### config.mk
export PLATFORM = sky130hd
export DESIGN_NAME = rational_fraction_alu_top
export DESIGN_NICKNAME = d
export VERILOG_FILES = /design/src/sv/rfa_pkg.sv /design/src/sv/rfa_datapath.sv /design/src/sv/rfa_ctrl.sv /design/src/sv/rational_fraction_alu_top.sv
export SDC_FILE = /design/constraint.sdc
export NUM_CORES = 2
export LEC_CHECK = 0
export ABC_CLOCK_PERIOD_IN_PS = 23000
export BUFFER_PORTS_ARGS = -buffer_cell sky130_fd_sc_hd__buf_2
export CORE_MARGIN = 2
export CORE_UTILIZATION = 25
export CTS_CLUSTER_DIAMETER = 150
export CTS_CLUSTER_SIZE = 28
export DETAILED_ROUTE_END_ITERATION = 6
export PLACE_DENSITY = 0.45
export SLEW_MARGIN = 30
export SYNTH_ARGS = -nofsm -noshare
export SYNTH_HDL_FRONTEND = slang
export SYNTH_SLANG_ARGS = --single-unit
### constraint.sdc
create_clock -name clk -period 23 [get_ports clk]
set_clock_uncertainty 0.1 [all_clocks]
set_input_delay 4.6 -clock clk [delete_from_list [all_inputs] [get_ports clk]]
set_output_delay 4.6 -clock clk [all_outputs]
set_load 0.03 [all_outputs]
### src/sv/rfa_pkg.sv
// rfa_pkg: shared types and codes for the rational fraction arithmetic unit
`default_nettype none
package rfa_pkg;

    typedef enum logic [3:0] {
        CMD_ADD = 4'd0,
        CMD_SUB = 4'd1,
        CMD_MUL = 4'd2,
        CMD_DIV = 4'd3,
        CMD_RED = 4'd4,
        CMD_CMP = 4'd5,
        CMD_POS = 4'd6,
        CMD_NEG = 4'd7,
        CMD_ZER = 4'd8
    } cmd_t;

    typedef enum logic [2:0] {
        ST_IDLE,
        ST_MUL,
        ST_GCD,
        ST_DIVN,
        ST_DIVD,
        ST_FIN,
        ST_OUT
    } state_t;

    // controller to datapath
    typedef struct packed {
        logic load;
        logic mul_step;
        logic gcd_start;
        logic gcd_step;
        logic div_start;
        logic div_sel_den;
        logic div_step;
        logic finish;
    } ctrl_t;

    // datapath to controller
    typedef struct packed {
        logic is_reduce;
        logic red_trivial;
        logic gcd_done;
        logic div_done;
    } stat_t;

endpackage
`default_nettype wire

### src/sv/rfa_datapath.sv
// rfa_datapath: operand registers, products, gcd and restoring divider
`default_nettype none
module rfa_datapath #(
    parameter int OPERAND_WIDTH = 32
) (
    input  wire logic           clk,
    input  wire logic           rst_n,
    input  wire rfa_pkg::ctrl_t ctrl,
    output rfa_pkg::stat_t      stat,
    input  wire logic [3:0]     in_cmd,
    input  wire logic [127:0]   in_ops,
    output logic [63:0]         res_num,
    output logic [63:0]         res_den,
    output logic [1:0]          order,
    output logic                test_flag
);
    localparam int W = OPERAND_WIDTH;
    localparam int CW = $clog2(W + 1);

    logic [3:0]          cmd_reg;
    logic signed [W-1:0] an_reg, ad_reg, bn_reg, bd_reg;
    logic signed [2*W-1:0] p1_reg, p2_reg, p3_reg;
    logic [1:0]          mul_cnt_reg;
    logic [W-1:0]        gx_reg, gy_reg;
    logic [CW-1:0]       gk_reg;
    logic [W-1:0]        dq_reg, dr_reg, dn_reg;
    logic [CW-1:0]       dcnt_reg;
    logic [W-1:0]        qn_reg;
    logic [63:0]         rn_reg, rd_reg;
    logic [1:0]          ord_reg;
    logic                flag_reg;

    logic [W-1:0] mag_an, mag_ad;
    logic         a_neg_den, b_neg_den;
    logic signed [W-1:0] m_x, m_y;
    logic signed [2*W-1:0] m_p;
    logic [W:0]   rem_try;

    assign mag_an = an_reg[W-1] ? (~an_reg + 1'b1) : an_reg;
    assign mag_ad = ad_reg[W-1] ? (~ad_reg + 1'b1) : ad_reg;
    assign a_neg_den = ad_reg[W-1];
    assign b_neg_den = bd_reg[W-1];

    // one shared multiplier, three passes selected by the step count
    always_comb
    begin
        m_x = an_reg;
        m_y = bd_reg;
        case (mul_cnt_reg)
            2'd0:
            begin
                m_x = an_reg;
                m_y = (cmd_reg == rfa_pkg::CMD_MUL) ? bn_reg : bd_reg;
            end
            2'd1:
            begin
                m_x = (cmd_reg == rfa_pkg::CMD_DIV) ? ad_reg : bn_reg;
                m_y = (cmd_reg == rfa_pkg::CMD_DIV) ? bn_reg : ad_reg;
            end
            default:
            begin
                m_x = ad_reg;
                m_y = bd_reg;
            end
        endcase
        m_p = m_x * m_y;
    end

    // trial subtract of the shifted remainder against the gcd
    assign rem_try = {dr_reg, dn_reg[W-1]} - {1'b0, gx_reg};

    always_ff @(posedge clk or negedge rst_n)
    begin
        if (!rst_n)
        begin
            mul_cnt_reg <= '0;
            dcnt_reg    <= '0;
        end
        else
        begin
            if (ctrl.load)
                mul_cnt_reg <= '0;
            else if (ctrl.mul_step)
                mul_cnt_reg <= mul_cnt_reg + 2'd1;
            if (ctrl.div_start)
                dcnt_reg <= CW'(W);
            else if (ctrl.div_step)
                dcnt_reg <= dcnt_reg - 1'b1;
        end
    end

    // payload registers
    always_ff @(posedge clk)
    begin
        if (ctrl.load)
        begin
            cmd_reg <= in_cmd;
            an_reg  <= in_ops[W-1:0];
            ad_reg  <= in_ops[32+W-1:32];
            bn_reg  <= in_ops[64+W-1:64];
            bd_reg  <= in_ops[96+W-1:96];
        end
        if (ctrl.mul_step)
        begin
            case (mul_cnt_reg)
                2'd0:    p1_reg <= m_p;
                2'd1:    p2_reg <= m_p;
                default: p3_reg <= m_p;
            endcase
        end
        // binary gcd: strip common twos, reduce odd pairs, then put the twos back
        if (ctrl.gcd_start)
        begin
            gx_reg <= mag_an;
            gy_reg <= mag_ad;
            gk_reg <= '0;
        end
        else if (ctrl.gcd_step)
        begin
            if (gy_reg == '0)
            begin
                gx_reg <= {gx_reg[W-2:0], 1'b0};
                gk_reg <= gk_reg - 1'b1;
            end
            else if (!gx_reg[0] && !gy_reg[0])
            begin
                gx_reg <= {1'b0, gx_reg[W-1:1]};
                gy_reg <= {1'b0, gy_reg[W-1:1]};
                gk_reg <= gk_reg + 1'b1;
            end
            else if (!gx_reg[0])
                gx_reg <= {1'b0, gx_reg[W-1:1]};
            else if (!gy_reg[0])
                gy_reg <= {1'b0, gy_reg[W-1:1]};
            else if (gx_reg >= gy_reg)
            begin
                gx_reg <= gy_reg;
                gy_reg <= gx_reg - gy_reg;
            end
            else
                gy_reg <= gy_reg - gx_reg;
        end
        // restoring divide of a magnitude by the gcd held in gx
        if (ctrl.div_start)
        begin
            dn_reg <= ctrl.div_sel_den ? mag_ad : mag_an;
            dr_reg <= '0;
            dq_reg <= '0;
        end
        else if (ctrl.div_step)
        begin
            dn_reg <= {dn_reg[W-2:0], 1'b0};
            if (!rem_try[W])
            begin
                dr_reg <= rem_try[W-1:0];
                dq_reg <= {dq_reg[W-2:0], 1'b1};
            end
            else
            begin
                dr_reg <= {dr_reg[W-2:0], dn_reg[W-1]};
                dq_reg <= {dq_reg[W-2:0], 1'b0};
            end
        end
        // last numerator step coincides with the start of the denominator divide
        if (ctrl.div_step && ctrl.div_start)
            qn_reg <= (!rem_try[W]) ? {dq_reg[W-2:0], 1'b1}
                                    : {dq_reg[W-2:0], 1'b0};
        if (ctrl.finish)
            begin
            rn_reg   <= '0;
            rd_reg   <= '0;
            ord_reg  <= '0;
            flag_reg <= 1'b0;
            case (cmd_reg)
                rfa_pkg::CMD_ADD, rfa_pkg::CMD_SUB:
                begin
                    if (ad_reg == bd_reg)
                    begin
                        rn_reg <= (cmd_reg == rfa_pkg::CMD_ADD)
                                  ? 64'(an_reg) + 64'(bn_reg) : 64'(an_reg) - 64'(bn_reg);
                        rd_reg <= 64'(ad_reg);
                    end
                    else
                    begin
                        rn_reg <= (cmd_reg == rfa_pkg::CMD_ADD)
                                  ? 64'(p1_reg) + 64'(p2_reg) : 64'(p1_reg) - 64'(p2_reg);
                        rd_reg <= 64'(p3_reg);
                    end
                end
                rfa_pkg::CMD_MUL:
                begin
                    rn_reg <= 64'(p1_reg);
                    rd_reg <= 64'(p3_reg);
                end
                rfa_pkg::CMD_DIV:
                begin
                    if (bn_reg != '0)
                    begin
                        rn_reg <= 64'(p1_reg);
                        rd_reg <= 64'(p2_reg);
                    end
                end
                rfa_pkg::CMD_RED:
                begin
                    if (an_reg == '0)
                    begin
                        rn_reg <= 64'(an_reg);
                        rd_reg <= 64'(ad_reg);
                    end
                    else if (an_reg[W-1] != a_neg_den)
                    begin
                        rn_reg <= 64'd0 - 64'(qn_reg);
                        rd_reg <= 64'(dq_reg);
                    end
                    else
                    begin
                        rn_reg <= 64'(qn_reg);
                        rd_reg <= 64'(dq_reg);
                    end
                end
                rfa_pkg::CMD_CMP:
                begin
                    if (p1_reg == p2_reg)
                        ord_reg <= 2'b00;
                    else if ((p1_reg > p2_reg) != (a_neg_den != b_neg_den))
                        ord_reg <= 2'b01;
                    else
                        ord_reg <= 2'b11;
                end
                rfa_pkg::CMD_POS:
                    flag_reg <= (!an_reg[W-1] && an_reg != '0 && !a_neg_den)
                                || (an_reg[W-1] && a_neg_den);
                rfa_pkg::CMD_NEG:
                    flag_reg <= (an_reg[W-1] && !a_neg_den)
                                || (!an_reg[W-1] && an_reg != '0 && a_neg_den);
                rfa_pkg::CMD_ZER:
                    flag_reg <= (an_reg == '0);
                default: ;
            endcase
        end
    end

    assign stat.is_reduce   = (cmd_reg == rfa_pkg::CMD_RED);
    assign stat.red_trivial = (an_reg == '0);
    assign stat.gcd_done    = (gy_reg == '0) && (gk_reg == '0);
    assign stat.div_done    = (dcnt_reg == CW'(1));

    assign res_num   = rn_reg;
    assign res_den   = rd_reg;
    assign order     = ord_reg;
    assign test_flag = flag_reg;

endmodule
`default_nettype wire

### src/sv/rfa_ctrl.sv
// rfa_ctrl: sequencing state machine and stream handshake
`default_nettype none
module rfa_ctrl (
    input  wire logic           clk,
    input  wire logic           rst_n,
    input  wire logic           in_valid,
    output logic                in_ready,
    output logic                out_valid,
    input  wire logic           out_ready,
    input  wire rfa_pkg::stat_t stat,
    output rfa_pkg::ctrl_t      ctrl
);
    rfa_pkg::state_t state_reg, state_next;
    logic [1:0] mcnt_reg, mcnt_next;
    logic       vld_reg, vld_next;

    always_ff @(posedge clk or negedge rst_n)
    begin
        if (!rst_n)
        begin
            state_reg <= rfa_pkg::ST_IDLE;
            mcnt_reg  <= '0;
            vld_reg   <= 1'b0;
        end
        else
        begin
            state_reg <= state_next;
            mcnt_reg  <= mcnt_next;
            vld_reg   <= vld_next;
        end
    end

    // next state
    always_comb
    begin
        state_next = state_reg;
        mcnt_next  = mcnt_reg;
        vld_next   = vld_reg;
        if (vld_reg && out_ready)
            vld_next = 1'b0;
        case (state_reg)
            rfa_pkg::ST_IDLE:
                if (in_valid)
                begin
                    state_next = rfa_pkg::ST_MUL;
                    mcnt_next  = '0;
                end
            rfa_pkg::ST_MUL:
            begin
                mcnt_next = mcnt_reg + 2'd1;
                if (mcnt_reg == 2'd2)
                    state_next = (stat.is_reduce && !stat.red_trivial)
                                 ? rfa_pkg::ST_GCD : rfa_pkg::ST_FIN;
            end
            rfa_pkg::ST_GCD:
                if (stat.gcd_done)
                    state_next = rfa_pkg::ST_DIVN;
            rfa_pkg::ST_DIVN:
                if (stat.div_done)
                    state_next = rfa_pkg::ST_DIVD;
            rfa_pkg::ST_DIVD:
                if (stat.div_done)
                    state_next = rfa_pkg::ST_FIN;
            rfa_pkg::ST_FIN:
                if (!vld_reg || out_ready)
                    state_next = rfa_pkg::ST_OUT;
            rfa_pkg::ST_OUT:
                if (!vld_reg || out_ready)
                begin
                    vld_next   = 1'b1;
                    state_next = rfa_pkg::ST_IDLE;
                end
            default:
                state_next = rfa_pkg::ST_IDLE;
        endcase
    end

    // outputs
    always_comb
    begin
        ctrl = '0;
        in_ready = 1'b0;
        case (state_reg)
            rfa_pkg::ST_IDLE:
            begin
                in_ready  = 1'b1;
                ctrl.load = in_valid;
            end
            rfa_pkg::ST_MUL:
            begin
                ctrl.mul_step  = 1'b1;
                ctrl.gcd_start = (mcnt_reg == 2'd2);
            end
            rfa_pkg::ST_GCD:
            begin
                ctrl.gcd_step  = !stat.gcd_done;
                ctrl.div_start = stat.gcd_done;
            end
            rfa_pkg::ST_DIVN:
            begin
                ctrl.div_step    = 1'b1;
                ctrl.div_start   = stat.div_done;
                ctrl.div_sel_den = stat.div_done;
            end
            rfa_pkg::ST_DIVD:
            begin
                ctrl.div_step    = 1'b1;
                ctrl.div_sel_den = 1'b1;
            end
            // result register is written only once the previous word has left
            rfa_pkg::ST_FIN:
                ctrl.finish = !vld_reg || out_ready;
            default: ;
        endcase
    end

    assign out_valid = vld_reg;

endmodule
`default_nettype wire

### src/sv/rational_fraction_alu_top.sv
// rational_fraction_alu_top: stream-facing top of the fraction arithmetic unit
// One word in, one word out. Add, sub, mul, div, compare and the sign tests take
// three passes through one shared signed multiplier. Reduce adds a binary gcd and
// two bit-serial divides. The result sits in an output register, so a new word
// is taken while the previous result is still waiting; a finished result is held
// back until the previous one has been taken.
`default_nettype none
module rational_fraction_alu_top #(
    parameter int OPERAND_WIDTH = 32
) (
    input  wire logic         clk,
    input  wire logic         rst_n,
    input  wire logic         s_axis_tvalid,
    output logic              s_axis_tready,
    // command[3:0], a_num[35:4], a_den[67:36], b_num[99:68], b_den[131:100]
    input  wire logic [135:0] s_axis_tdata,
    output logic              m_axis_tvalid,
    input  wire logic         m_axis_tready,
    // res_num[63:0], res_den[127:64], order[129:128], test_flag[130]
    output logic [135:0]      m_axis_tdata
);
    rfa_pkg::ctrl_t ctrl;
    rfa_pkg::stat_t stat;
    logic [63:0] res_num, res_den;
    logic [1:0]  order;
    logic        test_flag;

    // sequencing
    rfa_ctrl u_ctrl (
        .clk       (clk),
        .rst_n     (rst_n),
        .in_valid  (s_axis_tvalid),
        .in_ready  (s_axis_tready),
        .out_valid (m_axis_tvalid),
        .out_ready (m_axis_tready),
        .stat      (stat),
        .ctrl      (ctrl)
    );

    // arithmetic
    rfa_datapath #(.OPERAND_WIDTH(OPERAND_WIDTH)) u_dp (
        .clk       (clk),
        .rst_n     (rst_n),
        .ctrl      (ctrl),
        .stat      (stat),
        .in_cmd    (s_axis_tdata[3:0]),
        .in_ops    (s_axis_tdata[131:4]),
        .res_num   (res_num),
        .res_den   (res_den),
        .order     (order),
        .test_flag (test_flag)
    );

    assign m_axis_tdata = {5'd0, test_flag, order, res_den, res_num};

endmodule
`default_nettype wire
; After elaboration in Yosys (flattened, before gate mapping)
; Index checks and enable logic that the tools add are counted.
[word_totals]
output_inout_bits = 138
in_bits = 140
elab_cells = 190
register_bits = 667
[classes]
addsub = 15
bitwise_logic = 4
order_cmp = 2
mux = 66
n_reduce_logical = 45
mul = 1
eq_ne = 32
[op_table]
columns = op, n
row1 = 32-bit two-way mux, 23
row2 = 64-bit two-way mux, 9
row3 = 64-bit case mux with 4 select lines, 2
row4 = 32-bit case mux with 2 select lines, 2
row5 = "32-bit by 1-bit adder with 32-bit output, second input constant", 2
row6 = 64-bit adder, 1
row7 = 64-bit equality test, 1
row8 = 64-bit > comparator, 1
row9 = 32-bit zero test, 2
row10 = 32-bit by 32-bit multiplier with 64-bit output, 1
row11 = 32-bit NOT, 2
row12 = 32-bit nonzero test, 2
row13 = 32-bit subtractor, 2
row14 = 64-bit subtractor, 1
row15 = 32-bit by 32-bit adder with 33-bit output, 1
row16 = "1-bit by 32-bit subtractor with 33-bit output, first input constant", 1
row17 = 32-bit by 32-bit subtractor with 33-bit output, 1
row18 = 33-bit by 32-bit subtractor with 33-bit output, 1
row19 = 32-bit equality test, 1
row20 = 32-bit greater-or-equal comparator, 1
row21 = 3-bit two-way mux, 8
row22 = 6-bit two-way mux, 4
row23 = 3-bit case mux with 7 select lines, 1
row24 = "4-bit by 3-bit equality test with 1-bit output, second input constant", 4
row25 = other kinds (35), 91

; Depth between registers and ports, before layout
[logic_depth]
depth_word = 8
mapped_depth = 39
ltp_nobuf = 35

; Cells and area by module
; From an unflattened synthesis, not the netlist that was laid out.
[hier_totals]
cells_unflattened = 8715
hier_area_um2 = 79737.7
[by_module_without_submodules]
columns = mod, seq_area_each_um2, area_per_inst_um2, cells_each, instances
row1 = rfa_datapath, 19108.3, 79227.2, 8655, 1
row2 = rfa_ctrl, 150.1, 461.7, 53, 1
row3 = rational_fraction_alu_top, 0.0, 48.8, 7, 1

; Worst setup path after synthesis
; No wires, ideal clock.
[synth_timing]
path_kind = input to register
startpoint = input port m_axis_tready
endpoint = register u_dp.ord_reg[0], in the netlist u_dp.order[0], enable pin
t_required_ns = 22.091
path_slack_ns = 7.710
cell_stages = 3
arrival_time_ns = 14.381
path_buffers = 0
setup_ns = 0.809
cell_sequence = nand2b_1 -> nand2_1 -> nor3b_1
[synth_rtl]
columns = element, line_no
row1 = "start, declared", rational_fraction_alu_top.sv:18  ; input wire logic m_axis_tready,
row2 = "end signal, assigned", rfa_datapath.sv:172  ; ord_reg <= '0;
row3 = "end signal, assigned", rfa_datapath.sv:224  ; ord_reg <= 2'b00;
row4 = "end signal, assigned", rfa_datapath.sv:226  ; ord_reg <= 2'b01;
row5 = "end, declared", rfa_datapath.sv:30  ; logic [1:0] ord_reg;

; Final worst setup path
[layout_timing]
startpoint = register u_dp.mul_cnt_reg[0]
endpoint = register u_dp.p1_reg[53], data pin
[layout_between]
elab_chain_cells = 3
elab_cells_between_ends = 5
cone_classes = mul (1) / eq/ne (1) / mux (2) / reduce/logical (1)
[layout_lines]
columns = element, line_no
row1 = "start, declared", rfa_datapath.sv:23  ; logic [1:0] mul_cnt_reg;
row2 = "start signal, assigned", rfa_datapath.sv:84  ; mul_cnt_reg <= mul_cnt_reg + 2'd1;
row3 = 2-bit by 1-bit equality test with 1-bit output / 2-bit zero test (equally long branches), rfa_datapath.sv:49  ; case (mul_cnt_reg)
row4 = 32-bit case mux with 2 select lines, rfa_datapath.sv:49
row5 = 32-bit by 32-bit multiplier with 64-bit output *, rfa_datapath.sv:66  ; m_p = m_x * m_y;
row6 = net u_dp.m_p[53], rfa_datapath.sv:36  ; logic signed [2*W-1:0] m_p;
row7 = "end signal, assigned", rfa_datapath.sv:106  ; 2'd0: p1_reg <= m_p;
row8 = "end, declared", rfa_datapath.sv:22  ; logic signed [2*W-1:0] p1_reg, p2_reg, p3_reg;
; The timed path passes the listed nets; every way through them passes the cells marked *.
; A chain may end at the register's enable or synchronous reset.

==> out/metrics.yaml <==
rsz0062_at_grt: "false"
cts_root_buffer: "clkbuf_16"
viasPerCell: 5.13
synth_area_leader_cell: "fa_1"
critical_path.startpoint_type: "register"
grt_util_met1_pct: 27.7
synth_async_sr_flop_share_pct: 2.10
antenna_found_initial: 43
grt_use_met2_pct: 34.1
reg2reg_depth: 31
relSlewSlack_pct: 22.8
met3_usage_pct: 2.35
syn-cell-area_mm2: 0.0800
tightestPinTransition_ns: 1.15
ys_types: 103
finalHoldViolations: 0
top_usage_layer: "met2"
synth_area_per_cell_um2: 9.16
grt_first_pass_wirelength_mm: 493
postRouteAntennaNets: 0
critical_path.most_common_cell: "fa_1"
ys_warn_count: 0
period_minus_slack_ns: 12.23
nNetsFinal: 10400
critPathMaxFanout: 32
die_x_um: 570
cts_tree: "built"
grt_pass1_vias: 67600
die_area_mm2: 0.325
setup_viol: 0
clk_pin_slew_worst_paths_ns: 0.13
drv_cap: 0
gp_congestion: 0.941
wl_per_cell_um: 26.5
cts_resized: 0
htreeDepth: 1
hp-class: "reg -> reg"
hold_depth: 2
die_y_um: 570
synth_seq_cells: 667
initial_core_util_pct: 25.1
crit_type: "reg -> reg"
fin_tns_setup_ns: 0
syn_inst: 8737
yosysSeqAreaShare_pct: 24.1
finalWorstSetupSlack_ns: 10.77
cp_num_buf_inv: 7
cp-end-kind: "register"
violations: "design-rule violations"
synthTopCellsByArea: "fa_1 (27%), edfxtp_1 (22%), ha_1 (7.1%)"
drtIter0Drc: 6566
cp.required_ns: 23.39
postCtsSetupBuffers: 0
cp_slowest_cell: "nand2_1"
io_pins: 278
yosys.area.top_type_share_pct: 27.2
cts_hold_buf: 0
synth.most_common_cell: "inv_1"
synth-edff-count: 583
vias: 66500
fin_crit_sh_pct: 53.2
path_depth: 31
yosys-top-cells-count: "inv_1 (1,237), fa_1 (1,089), nand2_1 (1,060)"
synth_top_flop_cell: "edfxtp_1"
grt_max_degree: 108
hpwl_mm: 274
cp.arrival_ns: 12.63
dp_slack_ns: 10.94
slowest_delay_ns: 0.83
timing.fmax_ghz: 0.0818
drive_above_1_share_pct: 7.55
cts_made_buffers: 31
gr-total-overflow: 0
cts.sinks: 667
port-buffer-count: 268
wirelength_mm: 344
worstSkewPairLatency_ns: 0.76
area_growth_pct: 9.67
drc: 8
row_count: 207
track_usage_pct: 20.9
outcome: "finished with violations"
cts.path.max_buffers: 3
cpLargestDelayFamily: "adder cells"
dr.pass1.iters: 7
drv_slew: 0
core_area_mm2: 0.318
-- through the flow --
stage / hold WS (ns) / std cells / utilization, % / instance area, um^2
after floorplan: 0.331 / 8741 / - / 80000
after global placement: 0.369 / 12900 / 27.2 / 86500
after detailed placement: 0.369 / 12900 / 27.2 / 86600
after CTS: 0.374 / 12900 / 27.5 / 87600
after global routing: 0.412 / 13000 / 27.6 / 87800
final: 0.386 / 13000 / 27.6 / 87800
-- final timing paths --
check                                    start                 end  slack [ns]
max reg2reg                u_dp.mul_cnt_reg[0]     u_dp.p1_reg[53]       10.77
max in group asynchronous                rst_n  u_ctrl.mcnt_reg[0]       18.91
min                             u_dp.dq_reg[2]      u_dp.dq_reg[3]        0.39
min in group asynchronous                rst_n    u_dp.dcnt_reg[1]        3.64
min reg2reg                     u_dp.dq_reg[2]      u_dp.dq_reg[3]        0.39
max                        u_dp.mul_cnt_reg[0]     u_dp.p1_reg[53]       10.77
-- cell families after synthesis --
group / count (synthesis) / share of synthesized area [%]
buf+inv: 1742 / 8.26
simple gates: 2535 / 13.7
mux: 73 / 0.940
xor+xnor: 374 / 4.10
other cells: 1 / 0.00469
fa+ha+maj: 1542 / 34.3
compound gates: 1803 / 14.6
flops: 667 / 24.1
-- final cells by class --
class	instances	area, um^2
fillers	34000	231000
repair buffers	471	2940
multi-input cells	6332	54600
inverters	1242	4660
flip-flops and latches	667	19300
clock buffers	48	850
clock inverters	10	153
well taps	4180	5230
diodes	12	30.0
-- cells in the final DEF (no fill, tap or decap), types with 109 or more instances in the layout --
cell type and count:
inv_1 1237, fa_1 1089, nand2_1 1050, nor2_1 877, edfxtp_1 583, a21oi_1 508
ha_1 452, o21ai_0 326, buf_2 269, xnor2_1 236, buf_4 192, xor2_1 132
o211ai_1 117, a21o_1 109
-- metal layers --
metal	part of all wire [%]	wire length (um)	up-vias
li1	-	-	29000
met1	42	145000	34400
met2	46	159000	2595
met3	6.2	21500	545
met4	5.2	17900	2
met5	0.0049	17	-
-- tightest hold or removal path: stages (launching register included) --
cell	delay [ns]
dfxtp_1	0.36
nand2_1	0.07
a21oi_1	0.06
Power is not shown: default switching activity piles up to over one toggle a cycle in this logic, so the estimate is an artifact.
